**src/sv/llts_pkg.sv**
```systemverilog
// ----------------------------------------------------------------------------
// llts_pkg: shared types and constants of the light level tick supervisor
// Item structs, shared unit request and response, register indexes.
// ----------------------------------------------------------------------------
package llts_pkg;

  localparam logic [7:0] TURBO_MARK = 8'hf0;
  localparam logic [7:0] FULL_LEVEL = 8'hff;
  localparam logic [7:0] TICK_MAX   = 8'hff;

  localparam int unsigned CFG_IDX_W = 3;
  localparam int unsigned CFG_DAT_W = 8;

  localparam logic [CFG_IDX_W-1:0] CFG_TURBO_LEVEL   = 3'd0;
  localparam logic [CFG_IDX_W-1:0] CFG_STEPDOWN      = 3'd1;
  localparam logic [CFG_IDX_W-1:0] CFG_STORE_DELAY   = 3'd2;
  localparam logic [CFG_IDX_W-1:0] CFG_TURBO_TIMEOUT = 3'd3;
  localparam logic [CFG_IDX_W-1:0] CFG_LOW_THR       = 3'd4;
  localparam logic [CFG_IDX_W-1:0] CFG_CRIT_THR      = 3'd5;
  localparam logic [CFG_IDX_W-1:0] CFG_MIN_LEVEL     = 3'd6;
  localparam logic [CFG_IDX_W-1:0] CFG_LOW_RUN_LIMIT = 3'd7;

  localparam logic CMD_START = 1'b0;
  localparam logic CMD_TICK  = 1'b1;

  typedef struct packed {
    logic       command;
    logic [3:0] mode_index;
    logic [7:0] nominal_level;
    logic [7:0] battery_sample;
  } in_item_t;

  typedef struct packed {
    logic [7:0] drive_level;
    logic       store_valid;
    logic [7:0] store_value;
    logic       blank;
    logic       shut_off;
    logic       last;
  } out_item_t;

  typedef enum logic [1:0] {
    ALU_CMP,
    ALU_DEC,
    ALU_HALF
  } alu_op_e;

  typedef struct packed {
    alu_op_e    op;
    logic [7:0] a;
    logic [7:0] b;
  } alu_req_t;

  typedef struct packed {
    logic [7:0] res;
    logic       lt;
    logic       eq;
  } alu_rsp_t;

endpackage

```
**src/sv/llts_alu.sv**
```systemverilog
// ----------------------------------------------------------------------------
// llts_alu: shared compare and level unit
// Compares a against b and forms a decremented or halved copy of a.
// ----------------------------------------------------------------------------
module llts_alu (
  input  llts_pkg::alu_req_t req_i,
  output llts_pkg::alu_rsp_t rsp_o
);
  import llts_pkg::*;

  logic [7:0] res;

  always_comb begin
    case (req_i.op)
      ALU_DEC:  res = req_i.a - 8'd1;
      ALU_HALF: res = {1'b0, req_i.a[7:1]};
      ALU_CMP:  res = req_i.a;
      default:  res = req_i.a;
    endcase
  end

  assign rsp_o.res = res;
  assign rsp_o.lt  = req_i.a < req_i.b;
  assign rsp_o.eq  = req_i.a == req_i.b;

endmodule

```
**src/sv/light_level_tick_supervisor_unit.sv**
```systemverilog
// ----------------------------------------------------------------------------
// light_level_tick_supervisor_unit: drive level supervisor, top level
// Each accepted item runs through a sequence of states; after a turbo timeout
// a tick also ramps the level down one step at a time. Each sequencer step
// uses the one shared compare unit. The final result is registered as the
// sequencer returns to idle, where the next item can be taken; output stalls
// hold the output states. Reset (asynchronous, active low) clears all state
// and loads register defaults.
// ----------------------------------------------------------------------------
module light_level_tick_supervisor_unit (
  input  logic                                clk_i,
  input  logic                                rst_ni,
  input  logic                                in_valid_i,
  output logic                                in_stall_o,
  input  llts_pkg::in_item_t                  in_item_i,
  output logic                                out_valid_o,
  input  logic                                out_stall_i,
  output llts_pkg::out_item_t                 out_item_o,
  input  logic                                cfg_we_i,
  input  logic [llts_pkg::CFG_IDX_W-1:0]      cfg_index_i,
  input  logic [llts_pkg::CFG_DAT_W-1:0]      cfg_data_i
);
  import llts_pkg::*;

  typedef enum logic [3:0] {
    S_IDLE, S_START, S_HALTED, S_TICK, S_STORE, S_TOUT, S_TURBO, S_TMARK,
    S_RAMP, S_LOW, S_RUN, S_HALF, S_CLAMP, S_OFF, S_FINAL
  } state_e;

  state_e     state_q, state_d;
  logic [7:0] turbo_lvl_q, stepdown_q, store_dly_q, turbo_tout_q;
  logic [7:0] low_thr_q, crit_thr_q, min_lvl_q;
  logic [3:0] run_limit_q;
  logic [7:0] tick_q, tick_d;
  logic [3:0] low_run_q, low_run_d;
  logic       at_min_q, at_min_d;
  logic [7:0] cur_q, cur_d;
  logic [7:0] chosen_lvl_q, chosen_lvl_d;
  logic [3:0] chosen_idx_q, chosen_idx_d;
  logic       halted_q, halted_d;
  logic [7:0] sample_q, sample_d;
  logic       out_valid_q, out_valid_d;
  out_item_t  out_item_q, out_item_d;

  alu_req_t   alu_req;
  alu_rsp_t   alu_rsp;
  logic       slot_free;
  logic       in_acc;

  llts_alu u_alu (
    .req_i (alu_req),
    .rsp_o (alu_rsp)
  );

  assign slot_free   = !out_valid_q || !out_stall_i;
  assign in_stall_o  = state_q != S_IDLE;
  assign in_acc      = in_valid_i && (state_q == S_IDLE);
  assign out_valid_o = out_valid_q;
  assign out_item_o  = out_item_q;

  always_comb begin
    state_d      = state_q;
    tick_d       = tick_q;
    low_run_d    = low_run_q;
    at_min_d     = at_min_q;
    cur_d        = cur_q;
    chosen_lvl_d = chosen_lvl_q;
    chosen_idx_d = chosen_idx_q;
    halted_d     = halted_q;
    sample_d     = sample_q;
    out_valid_d  = out_valid_q && out_stall_i;
    out_item_d   = out_item_q;
    alu_req      = '{op: ALU_CMP, a: cur_q, b: min_lvl_q};

    case (state_q)
      S_IDLE: begin
        if (in_acc) begin
          if (in_item_i.command == CMD_START) begin
            chosen_idx_d = in_item_i.mode_index;
            chosen_lvl_d = in_item_i.nominal_level;
            tick_d       = 8'd0;
            low_run_d    = 4'd0;
            at_min_d     = 1'b0;
            halted_d     = 1'b0;
            state_d      = S_START;
          end else if (halted_q) begin
            state_d = S_HALTED;
          end else begin
            sample_d = in_item_i.battery_sample;
            if (tick_q != TICK_MAX) tick_d = tick_q + 8'd1;
            state_d = S_TICK;
          end
        end
      end
      S_START: begin
        alu_req = '{op: ALU_CMP, a: chosen_lvl_q, b: min_lvl_q};
        if (slot_free) begin
          cur_d       = alu_rsp.lt ? FULL_LEVEL : chosen_lvl_q;
          out_valid_d = 1'b1;
          out_item_d  = '{drive_level: cur_d, store_valid: 1'b0, store_value: 8'd0,
                          blank: 1'b0, shut_off: 1'b0, last: 1'b1};
          state_d     = S_IDLE;
        end
      end
      S_HALTED: begin
        if (slot_free) begin
          out_valid_d = 1'b1;
          out_item_d  = '{drive_level: 8'd0, store_valid: 1'b0, store_value: 8'd0,
                          blank: 1'b0, shut_off: 1'b0, last: 1'b1};
          state_d     = S_IDLE;
        end
      end
      S_TICK: begin
        alu_req = '{op: ALU_CMP, a: tick_q, b: store_dly_q};
        state_d = alu_rsp.eq ? S_STORE : S_TOUT;
      end
      S_STORE: begin
        if (slot_free) begin
          out_valid_d = 1'b1;
          out_item_d  = '{drive_level: cur_q, store_valid: 1'b1,
                          store_value: {4'd0, chosen_idx_q},
                          blank: 1'b0, shut_off: 1'b0, last: 1'b0};
          state_d     = S_LOW;
        end
      end
      S_TOUT: begin
        alu_req = '{op: ALU_CMP, a: tick_q, b: turbo_tout_q};
        state_d = alu_rsp.eq ? S_TURBO : S_LOW;
      end
      S_TURBO: begin
        alu_req = '{op: ALU_CMP, a: chosen_lvl_q, b: turbo_lvl_q};
        state_d = alu_rsp.eq ? S_TMARK : S_LOW;
      end
      S_TMARK: begin
        if (slot_free) begin
          out_valid_d = 1'b1;
          out_item_d  = '{drive_level: cur_q, store_valid: 1'b1,
                          store_value: TURBO_MARK | {4'd0, chosen_idx_q},
                          blank: 1'b0, shut_off: 1'b0, last: 1'b0};
          state_d     = S_RAMP;
        end
      end
      S_RAMP: begin
        // step down while the level is above the stepdown level
        alu_req = '{op: ALU_DEC, a: cur_q, b: stepdown_q};
        if (alu_rsp.lt || alu_rsp.eq) begin
          state_d = S_LOW;
        end else if (slot_free) begin
          cur_d       = alu_rsp.res;
          out_valid_d = 1'b1;
          out_item_d  = '{drive_level: alu_rsp.res, store_valid: 1'b0, store_value: 8'd0,
                          blank: 1'b0, shut_off: 1'b0, last: 1'b0};
        end
      end
      S_LOW: begin
        alu_req = '{op: ALU_CMP, a: sample_q, b: at_min_q ? crit_thr_q : low_thr_q};
        if (alu_rsp.lt) begin
          state_d = S_RUN;
        end else begin
          low_run_d = 4'd0;
          state_d   = S_FINAL;
        end
      end
      S_RUN: begin
        alu_req = '{op: ALU_CMP, a: {4'd0, low_run_q}, b: {4'd0, run_limit_q}};
        if (!alu_rsp.lt) begin
          low_run_d = 4'd0;
          state_d   = at_min_q ? S_OFF : S_HALF;
        end else begin
          low_run_d = low_run_q + 4'd1;
          state_d   = S_FINAL;
        end
      end
      S_HALF: begin
        alu_req = '{op: ALU_HALF, a: cur_q, b: min_lvl_q};
        cur_d   = alu_rsp.res;
        state_d = S_CLAMP;
      end
      S_CLAMP: begin
        // clamp the halved level at the minimum
        alu_req = '{op: ALU_CMP, a: cur_q, b: min_lvl_q};
        if (slot_free) begin
          if (alu_rsp.lt) begin
            cur_d    = min_lvl_q;
            at_min_d = 1'b1;
          end
          out_valid_d = 1'b1;
          out_item_d  = '{drive_level: cur_d, store_valid: 1'b0, store_value: 8'd0,
                          blank: 1'b1, shut_off: 1'b0, last: 1'b1};
          state_d     = S_IDLE;
        end
      end
      S_OFF: begin
        if (slot_free) begin
          cur_d       = 8'd0;
          halted_d    = 1'b1;
          out_valid_d = 1'b1;
          out_item_d  = '{drive_level: 8'd0, store_valid: 1'b0, store_value: 8'd0,
                          blank: 1'b0, shut_off: 1'b1, last: 1'b1};
          state_d     = S_IDLE;
        end
      end
      S_FINAL: begin
        if (slot_free) begin
          out_valid_d = 1'b1;
          out_item_d  = '{drive_level: cur_q, store_valid: 1'b0, store_value: 8'd0,
                          blank: 1'b0, shut_off: 1'b0, last: 1'b1};
          state_d     = S_IDLE;
        end
      end
      default: state_d = S_IDLE;
    endcase
  end

  always_ff @(posedge clk_i or negedge rst_ni) begin
    if (!rst_ni) begin
      state_q      <= S_IDLE;
      turbo_lvl_q  <= 8'd252;
      stepdown_q   <= 8'd200;
      store_dly_q  <= 8'd6;
      turbo_tout_q <= 8'd120;
      low_thr_q    <= 8'd125;
      crit_thr_q   <= 8'd120;
      min_lvl_q    <= 8'd7;
      run_limit_q  <= 4'd8;
      tick_q       <= 8'd0;
      low_run_q    <= 4'd0;
      at_min_q     <= 1'b0;
      cur_q        <= 8'd0;
      chosen_lvl_q <= 8'd0;
      chosen_idx_q <= 4'd0;
      halted_q     <= 1'b0;
      sample_q     <= 8'd0;
      out_valid_q  <= 1'b0;
      out_item_q   <= '0;
    end else begin
      state_q      <= state_d;
      tick_q       <= tick_d;
      low_run_q    <= low_run_d;
      at_min_q     <= at_min_d;
      cur_q        <= cur_d;
      chosen_lvl_q <= chosen_lvl_d;
      chosen_idx_q <= chosen_idx_d;
      halted_q     <= halted_d;
      sample_q     <= sample_d;
      out_valid_q  <= out_valid_d;
      out_item_q   <= out_item_d;
      if (cfg_we_i) begin
        case (cfg_index_i)
          CFG_TURBO_LEVEL:   turbo_lvl_q  <= cfg_data_i;
          CFG_STEPDOWN:      stepdown_q   <= cfg_data_i;
          CFG_STORE_DELAY:   store_dly_q  <= cfg_data_i;
          CFG_TURBO_TIMEOUT: turbo_tout_q <= cfg_data_i;
          CFG_LOW_THR:       low_thr_q    <= cfg_data_i;
          CFG_CRIT_THR:      crit_thr_q   <= cfg_data_i;
          CFG_MIN_LEVEL:     min_lvl_q    <= cfg_data_i;
          CFG_LOW_RUN_LIMIT: run_limit_q  <= cfg_data_i[3:0];
          default: ;
        endcase
      end
    end
  end

endmodule

```
**config.mk**
```make
export PLATFORM = sky130hd
export DESIGN_NAME = light_level_tick_supervisor_unit
export DESIGN_NICKNAME = d
export VERILOG_FILES = /design/src/sv/llts_pkg.sv /design/src/sv/llts_alu.sv /design/src/sv/light_level_tick_supervisor_unit.sv
export SDC_FILE = /design/constraint.sdc
export NUM_CORES = 1
export LEC_CHECK = 0
export ABC_AREA = 1
export BUFFER_PORTS_ARGS = -buffer_cell sky130_fd_sc_hd__buf_2
export CAP_MARGIN = 5
export CORE_MARGIN = 2
export CORE_UTILIZATION = 60
export CTS_CLUSTER_SIZE = 8
export DETAILED_ROUTE_END_ITERATION = 8
export GPL_TIMING_DRIVEN = 0
export PLACE_DENSITY = 0.8
export SETUP_SLACK_MARGIN = 0.15
export SLEW_MARGIN = 25
export SYNTH_ARGS = -nofsm -noshare
export SYNTH_HDL_FRONTEND = slang
export SYNTH_SLANG_ARGS = --single-unit
```
**constraint.sdc**
```tcl
create_clock -name clk_i -period 4 [get_ports clk_i]
set_clock_uncertainty 0.1 [all_clocks]
set_input_delay 0.8 -clock clk_i [delete_from_list [all_inputs] [get_ports clk_i]]
set_output_delay 0.8 -clock clk_i [all_outputs]
set_load 0.03 [all_outputs]
```
==> results of run 1 <==
-- worst max path at each step --
stage / slack [ns] / endpoint / from / cells after the start
detailed placement: -0.43 / cur_q[6]$_DFFE_PN0P_ / at_min_q$_DFFE_PN0P_ / 21
global placement: -0.37 / cur_q[2]$_DFFE_PN0P_ / at_min_q$_DFFE_PN0P_ / 21
global route: 0.09 / cur_q[6]$_DFFE_PN0P_ / state_q[2]$_DFFE_PN0P_ / 22
floorplan: 0.77 / cur_q[5]$_DFFE_PN0P_ / state_q[2]$_DFFE_PN0P_ / 23
CTS: 0.13 / cur_q[6]$_DFFE_PN0P_ / state_q[1]$_DFFE_PN0P_ / 23
finish: 0.32 / cur_q[6]$_DFFE_PN0P_ / state_q[0]$_DFFE_PN0P_ / 23
-- cell usage in the layout (no fill, tap or decap), drive strengths merged, types with 3 or more instances in the layout --
| master | n |
|---|---|
| nand3 | 83 |
| clkinvlp | 6 |
| a22oi | 4 |
| nand2 | 307 |
| o211ai | 8 |
| dfstp | 29 |
| nand4 | 6 |
| mux2 | 8 |
| buf | 90 |
| o21ai | 99 |
| a22o | 5 |
| nor3 | 6 |
| a221oi | 9 |
| clkbuf | 35 |
| a21oi | 39 |
| nor2 | 82 |
| dfrtp | 95 |
| o22ai | 4 |
| nor3b | 3 |
| inv | 81 |
| ha | 11 |
| clkinv | 6 |
-- layer usage --
| metal | routed length, um | track usage [%] |
|---|---|---|
| met4 | 928 | 17.4 |
| met3 | 1830 | 8.69 |
| met2 | 10000 | 56.8 |
| met5 | 0 | 0 |
| met1 | 8530 | 44.8 |
-- registers in the layout (all words and copies together), names as in the netlist --
register	count
low_run_q	4
at_min_q	1
min_lvl_q	8
chosen_idx_q	4
halted_q	1
store_dly_q	8
cur_q	8
stepdown_q	8
turbo_lvl_q	8
state_q	4
chosen_lvl_q	8
low_thr_q	8
turbo_tout_q	8
sample_q	8
crit_thr_q	8
run_limit_q	4
out_item_o	17
out_valid_o	1
tick_q	8
-- kinds of logic (layout without fill, tap and decap cells) --
logic type / count (synthesis) / after routing / share of synthesized area [%]
simple gates: 492 / 492 / 30.2
compound gates: 181 / 181 / 14.8
flops: 124 / 124 / 44.8
buf+inv: 114 / 219 / 6.81
fa+ha+maj: 11 / 11 / 1.96
mux: 8 / 8 / 1.28
xor+xnor: 2 / 2 / 0.250
-- Yosys cell counts, drive strengths merged, types with 9 or more instances --
library cell | n | area (um2)
a21oi | 39 | 195
a221oi | 9 | 78.8
buf | 16 | 108
clkbuf | 14 | 52.6
dfrtp | 95 | 2380
dfstp | 29 | 762
ha | 11 | 138
inv | 81 | 307
nand2 | 307 | 1190
nand3 | 83 | 438
nor2 | 82 | 355
o21ai | 99 | 495
-- critical path, delay by kind of cell (launching register included) --
kind            cells  cell delay (ns)
fa+ha+maj           1             0.34
simple gates       14             1.57
compound gates      3             0.56
buf+inv             5             0.55
flops               1             0.45
-- area by class of cell --
class	count	area share, %
timing repair buffer	73	5.21
inverter	84	3.98
tap	143	2.15
multi-input combinational	694	41.8
clock buffer	22	5.59
sequential	124	37.8
buffer	30	2.27
clock inverter	10	1.11
-- power groups by stage --
stage,clock network (mW),registers [mW],logic [mW]
after floorplan,0,2.07,2.82
after global placement,0,2.02,3.95
after detailed placement,0,2.02,4.01
after CTS,1.46,2.01,4.11
after global routing,1.53,2.08,4.92
final,1.46,2.03,4.47
-- stage by stage --
stage	instances	cell area [um2]	hold WS (ns)	setup WS [ns]	util (%)
CTS	1170	8140	0.165	0.128	71.3
finish	1180	8310	0.152	0.320	72.8
floorplan	932	7010	0.343	0.770	-
global route	1180	8310	0.172	0.0886	72.8
detailed placement	1134	7520	0.355	-0.433	65.9
global placement	1133	7480	0.352	-0.370	65.5
-- what timing repair did --
item,4_1_cts,5_1_grt
gates cloned,0,0
buffers inserted,4,10
resized for setup,14,38
endpoints found under the setup margin,34,33
pin swaps,2,4
==> metrics, run 1 <==
CP dominant cell by count nand2_1; Leak 4.10 nW; Finish-stage setup viols 0; row count 39; WL final 21300 um; global route total overflow 0; Gate power share 56.2%; detailed-route DRC error count 0; sequential share of power 25.5%; IO Port Bufs 58; Pint 4.05 mW; vias per cell 5.87; Period Utilization, post-route 92.0%; required time worst endpoint 4.22 ns; max_slew headroom 37.3%; async set-or-reset flop fraction in the synthesized netlist 100%; Avg Cell Area, Syn 7.53 um2; Cells after Synth 932; die area 0.0126 mm2; CTS sink count 124; Final nets 1072; clock buffer depth 2; Clock Power Share 18.3%; crit start category flip-flop; crit path DAT 3.90 ns; antenna viol nets, final 0; clock latency at the later pin of the worst-skew pair 0.43 ns; element type at the critical path end flip-flop; Avg WL per Cell 18.1 um; setup TNS 0 ns; Clock transition at path regs 0.06 ns; #FFs+latches synth 124; Net Count, Synth 980; RSZ-0062 raised after global routing true; CTS Buf Count 17; yosys warns 0; PD cells 958 mW/mm2; CP Cell Sequence buf_4 > nand2_4 > clkinvlp_4 > nand2_1 > nand2_1 > nand2_1 > nand3_1 > nor2_1 > nand2_1 > ha_1 > nand2_1 > inv_1 > nand2_1 > nand2_1 > o21ai_1 > nand2_2 > buf_6 > o211ai_1 > nand2_1 > a21oi_2 > nand3_1 > nand2_1 > inv_1; Seq/Total Area, Yosys 44.8%; Post-synth top flop dfrtp_1; f_max 0.272 GHz; R2R setup slack 0.32 ns; number of synthesized flops with an enable pin 0; vias in the first global route 6585; routed vias 6928; Fin. Hold Viols 0; Final Max Tran Viols 0; crit path kind flip-flop to flip-flop; first-pass GRT wire length 34300 um; Net Sw Frac 49.1%; CP max-delay cell dfrtp_2; Tmin final 3.68 ns; footprint of the multi-input gates 0.00348 mm2; GPL Wtd Cong 1.01; Post-DP HPWL 14800 um; initial antenna violation count 0; H-tree levels 4; worst-path fanout max 9; register cell area after layout 0.00314 mm2; reg2reg end cur_q[6]$_DFFE_PN0P_; max cap viols 0; Fillers 928; status finished clean; drt first-iter violations 769; Detailed Routing Iterations Pass 1 6; GRT Total Usage 35.3%; initial core utilization 61.4%; Root Driver clkbuf_16; layout cells sized above 1 21.4%; worst r2r path cells 23; Die H 112 um; Diodes inserted 0; net switching power 3.91 mW; VDD IR-drop max 0.000748 V; worst-margin pin slew 0.933 ns; # IOs 59; Synth-to-Final Area Change 18.5%; Hold Crit Class input pin to async pin; largest net degree at the start of global routing 83; Post-Synthesis Cell Area 0.00701 mm2; count of unique library cells instantiated by Yosys 49; Critical Path Max Stage Delay 0.45 ns; core box area 0.0114 mm2; RR Startpoint state_q[0]$_DFFE_PN0P_; total power 7.96 mW; Die X 112 um; cts hold-fix bufs 0; TritonCTS clock tree yes
Note: power is estimated with default switching activity, not from simulation.
==> run 2, diff against run 1 <==
CORE_ASPECT_RATIO = 0.6   (was default)
==> metrics, run 2 (synthesis results as in run 1) <==
status finished clean; required time worst endpoint 4.23 ns (about the same); Post-DP HPWL 17200 um (+16%); global route total overflow 0 (unchanged); die area 0.0126 mm2 (+0.23%); commonest non-fill, non-tap cell in the layout nand2_1; WL final 23200 um (+8.8%); Non-Filler Cell Area, Final 0.00839 mm2 (+0.95%); Fin. Hold Viols 0 (unchanged); sequential share of power 25.3% (-0.2 points); CP Launch Point state_q[3]$_DFFE_PN0P_; max cap viols 0 (unchanged); Gate power share 56.2% (about the same); worst-margin pin slew 0.791 ns (-0.141 ns); DP Area 0.00754 mm2 (+0.28%); crit path kind flip-flop to flip-flop; TritonCTS clock tree yes; element type at the critical path end flip-flop; # IOs 59 (unchanged); Final nets 1075 (+0.28%); net switching power 4.14 mW (+5.9%); row count 30 (-23%); CTS Buf Count 17 (unchanged); Root Driver clkbuf_16; antenna viol nets, final 0 (unchanged); Period Utilization, post-route 95.2% (+3.2 points); max_slew headroom 47.0% (+9.7 points); Inst Count DP 1151 (+1.5%); RR Startpoint state_q[3]$_DFFE_PN0P_; GRT Total Usage 38.3% (+3.0 points); IO Port Bufs 58 (unchanged); f_max 0.263 GHz (-3.4%); max FFs per register 17 (unchanged); Fillers 906 (-2.4%); Detailed Routing Iterations Pass 1 6 (unchanged); post-layout util 74.0% (+1.2 points); Avg WL per Cell 19.3 um (+6.9%); PD cells 978 mW/mm2 (+2.0%); Clock Power Share 18.5% (+0.2 points); Final Max Tran Viols 0 (unchanged); setup TNS 0 ns (unchanged); clock buffer depth 2 (unchanged); vias per cell 6.01 (+2.3%); Die H 87.8 um (-22%); CTS sink count 124 (unchanged); Tmin final 3.81 ns (+0.128 ns); Leak 4.13 nW (+0.68%); Net Sw Frac 50.5% (+1.4 points); drt first-iter violations 934 (+21%); H-tree levels 4 (unchanged); Clock transition at path regs 0.06 ns (about the same); Diodes inserted 0 (unchanged); crit path DAT 4.04 ns (+0.14 ns); cts hold-fix bufs 0 (unchanged); GPL Wtd Cong 1.04 (+2.8%); clock latency at the later pin of the worst-skew pair 0.43 ns (about the same); Synth-to-Final Area Change 19.6%; Hold Crit Class input pin to async pin; vias in the first global route 6472 (-1.7%); worst-path fanout max 10 (+1); most frequent cells in the layout nand2_1, o21ai_0, dfrtp_1; core box area 0.0113 mm2 (-0.72%); layout cells sized above 1 21.7% (+0.32 points); first-pass GRT wire length 35800 um (+4.2%); Die X 144 um (+28%); RSZ-0062 raised after global routing false; initial core utilization 61.9% (+0.45 points); Pint 4.06 mW (+0.19%); detailed-route DRC error count 0 (unchanged); routed vias 7209 (+4.1%); crit start category flip-flop; Final Non-Filler Cells 1200 (+1.7%); VDD IR-drop max 0.000588 V (-21%); Finish-stage setup viols 0 (unchanged); initial antenna violation count 0 (unchanged); largest net degree at the start of global routing 81 (-2.4%)
## run 2: area by class of cell
| class | count | area [um2] | area share, % |
|---|---|---|---|
| clock inverters | 14 | 134 | 1.60 |
| well taps | 160 | 200 | 2.39 |
| clock buffers | 18 | 439 | 5.24 |
| plain buffers | 30 | 186 | 2.22 |
| inverters | 84 | 332 | 3.95 |
| multi-input cells | 694 | 3500 | 41.7 |
| flip-flops and latches | 124 | 3140 | 37.5 |
| repair buffers | 76 | 455 | 5.43 |
## run 2: worst max-delay path, cell delays in order (launching register included)
cell and delay (ns):
dfrtp_2 0.45, inv_2 0.11, nand2_2 0.11, nor2_1 0.24, buf_2 0.36, a22o_1 0.18, a221oi_1 0.05, nand3_1 0.08
o22ai_1 0.09, ha_1 0.32, inv_1 0.06, nor3_1 0.24, o21ai_1 0.14, nand2_2 0.20, nand3_4 0.15, nand2_2 0.13
nand2_2 0.11, inv_2 0.08, buf_6 0.14, nand2_1 0.14, o22ai_1 0.22
## run 2: final timing paths
path | slack (ns) | end | cells after the start
setup / recovery | 0.19 | at_min_q$_DFFE_PN0P_ | 20
hold / removal | 0.16 | crit_thr_q[7]$_DFFE_PN0P_ | 1
setup reg to reg | 0.19 | at_min_q$_DFFE_PN0P_ | 20
hold reg to reg | 0.37 | out_item_o[16]$_DFFE_PN0P_ | 2
max in group asynchronous | 2.90 | min_lvl_q[2]$_DFFE_PN1P_ | 2
min in group clk_i | 0.37 | out_item_o[16]$_DFFE_PN0P_ | 2
## run 2: per-stage QoR
| step | setup WS, ns | power (mW) | hold slack (ns) |
|---|---|---|---|
| after global routing | 0.117 | 8.70 | 0.183 |
| after floorplan | 0.770 | 4.89 | 0.343 |
| final | 0.191 | 8.20 | 0.155 |
| after global placement | -0.221 | 6.06 | 0.357 |
| after detailed placement | -0.180 | 6.13 | 0.362 |
| after CTS | 0.150 | 7.74 | 0.172 |
## run 2: timing repair
item                                    in CTS  in global routing
setup buffers                                2                 15
gates resized for setup                     17                 31
pin swaps                                    2                  6
endpoints found under the setup margin      33                 33
cloned                                       0                  0
## run 2: power by group through the flow
stage / logic, mW / clock network [mW] / registers [mW]
2_1_floorplan: 2.82 / 0 / 2.07
3_3_place_gp: 4.01 / 0 / 2.05
3_5_place_dp: 4.08 / 0 / 2.05
4_1_cts: 4.19 / 1.51 / 2.04
5_1_grt: 5.02 / 1.57 / 2.11
6_report: 4.61 / 1.52 / 2.08
## run 2: per-layer routing
| layer | global-route usage [%] | up-vias | share of wire (%) |
|---|---|---|---|
| li1 | - | 3297 | - |
| met1 | 60.4 | 3382 | 46 |
| met2 | 46.9 | 479 | 37 |
| met3 | 15.8 | 49 | 14 |
| met4 | 9.36 | 2 | 1.9 |
| met5 | 3.01 | - | 0.21 |
==> run 3, diff against run 2 <==
CORE_UTILIZATION = 50   (was 60)
CTS_CLUSTER_DIAMETER = 150   (was default)
PLACE_DENSITY = 0.72   (was 0.8)
==> metrics, run 3 (synthesis results as in run 1) <==
first-pass GRT wire length 35400 um (-1.2%); footprint of the multi-input gates 0.00351 mm2 (+0.47%); VDD IR-drop max 0.000581 V (-1.2%); TritonCTS clock tree yes; Period Utilization, post-route 95.9% (+0.69 points); status finished clean; max cap viols 0 (unchanged); Root Driver clkbuf_16; WL final 23100 um (-0.21%); PD cells 979 mW/mm2 (about the same); vias per cell 5.72 (-4.8%); setup TNS 0 ns (unchanged); Inst Count DP 1183 (+2.8%); GRT Total Usage 31.9% (-6.4 points); CTS Buf Count 17 (unchanged); drt first-iter violations 851 (-8.9%); core box area 0.0137 mm2 (+21%); largest net degree at the start of global routing 80 (-1.2%); RSZ-0062 raised after global routing true; post-layout util 61.7% (-12 points); max FFs per register 17 (unchanged); # IOs 59 (unchanged); Fillers 1227 (+35%); Die X 157 um (+9.3%); element type at the critical path end flip-flop; vias in the first global route 6139 (-5.1%); DP Area 0.00758 mm2 (+0.53%); clock latency at the later pin of the worst-skew pair 0.42 ns (about the same); layout cells sized above 1 22.0% (+0.26 points); clock buffer depth 2 (unchanged); f_max 0.261 GHz (-0.72%); Final Non-Filler Cells 1229 (+2.4%); die area 0.0150 mm2 (+19%); crit start category flip-flop; total power 8.25 mW (+0.55%); Min Hold Slack 0.163 ns (+0.00750 ns); row count 33 (+10%); max_slew headroom 43.7% (-3.4 points); Fin. Hold Viols 0 (unchanged); Diodes inserted 0 (unchanged); IO Port Bufs 58 (unchanged); Non-Filler Cell Area, Final 0.00843 mm2 (+0.46%); crit path setup slack, layout 0.164 ns (-0.0277 ns); most frequent cells in the layout nand2_1, o21ai_0, dfrtp_1; global route total overflow 0 (unchanged); required time worst endpoint 4.23 ns (about the same); crit path kind flip-flop to flip-flop; initial antenna violation count 0 (unchanged); Hold Crit Class input pin to async pin; Clock transition at path regs 0.06 ns (about the same); H-tree levels 4 (unchanged); Finish-stage setup viols 0 (unchanged); worst-margin pin slew 0.839 ns (+0.0478 ns); worst-path fanout max 10 (unchanged); register cell area after layout 0.00314 mm2 (unchanged); pre-CTS WS -0.252 ns (-0.0717 ns); initial core utilization 51.3% (-11 points); detailed-route DRC error count 0 (unchanged); Detailed Routing Iterations Pass 1 6 (unchanged); GPL Wtd Cong 1.09 (+4.6%); Final nets 1072 (-0.28%); commonest non-fill, non-tap cell in the layout nand2_1; Final Max Tran Viols 0 (unchanged); Post-DP HPWL 17000 um (-1.1%); worst r2r path cells 21 (+5.0%); Avg WL per Cell 18.8 um (-2.6%); CTS sink count 124 (unchanged); Synth-to-Final Area Change 20.1%; routed vias 7027 (-2.5%); Die H 95.7 um (+9.1%); antenna viol nets, final 0 (unchanged); Tmin final 3.84 ns (+0.0277 ns); Leak 4.13 nW (about the same); crit path DAT 4.07 ns (+0.03 ns)
==> run 3: cell count changes in the layout (fill, tap and decap cells not counted), sizes merged <==
cell / delta
buf: -1
clkbuf: -2
clkinvlp: -2
inv: +2
==> run 3: repair_timing <==
action	in CTS	in global routing
gates resized for setup	14	40
endpoints found under the hold margin	0	0
pin swaps	1	6
buffers inserted	1	13
setup endpoints to repair	34	33
hold buffers	0	0
==> run 3: worst max-delay path, cell delays in order (launching register included) <==
cell and delay [ns]:
dfrtp_2 0.46, inv_2 0.13, nand2_2 0.15, nor2_4 0.22
clkinvlp_4 0.25, buf_4 0.20, a21oi_2 0.14, a221oi_1 0.08
nand4_1 0.11, o21ai_0 0.15, ha_1 0.31, nand2_1 0.07
nor2_2 0.13, o21ai_1 0.09, nand2_2 0.20, nand3_4 0.15
nand2_1 0.10, nand2_2 0.14, inv_2 0.09, buf_6 0.15
nand2_2 0.13, o22ai_2 0.20
==> run 3: cell type report <==
| type | count | share of cell area, % |
|---|---|---|
| tap | 192 | 2.85 |
| inverter | 84 | 3.92 |
| timing repair buffer | 73 | 5.14 |
| multi-input combinational | 694 | 41.7 |
| clock buffer | 18 | 5.35 |
| sequential | 124 | 37.3 |
| buffer | 30 | 2.17 |
| clock inverter | 14 | 1.57 |
==> run 3: worst paths after layout <==
path | from | endpoint | slack, ns
worst max-delay path | state_q[1]$_DFFE_PN0P_ | at_min_q$_DFFE_PN0P_ | 0.16
worst min-delay path | rst_ni | run_limit_q[2]$_DFFE_PN0P_ | 0.16
worst max register to register | state_q[1]$_DFFE_PN0P_ | at_min_q$_DFFE_PN0P_ | 0.16
worst min register to register | out_item_o[1]$_DFFE_PN0P_ | out_item_o[1]$_DFFE_PN0P_ | 0.38
max in group asynchronous | rst_ni | crit_thr_q[6]$_DFFE_PN1P_ | 2.90
min in group clk_i | out_item_o[1]$_DFFE_PN0P_ | out_item_o[1]$_DFFE_PN0P_ | 0.38
==> run 3: per-layer routing <==
metal | wire, um | vias up | GRT usage (%)
met5 | 0 | - | 0
met2 | 8670 | 395 | 39.4
met3 | 3140 | 30 | 13.6
li1 | - | 3269 | -
met4 | 211 | 0 | 7.03
met1 | 11100 | 3333 | 50.0
==> run 3: power breakdown <==
group / internal (mW) / total, mW / switching [mW] / leakage (nW)
clock network: 0.904 / 1.54 / 0.639 / 0.293
logic: 1.50 / 4.64 / 3.14 / 2.35
registers: 1.70 / 2.07 / 0.369 / 1.48
total: 4.10 / 8.25 / 4.15 / 4.13
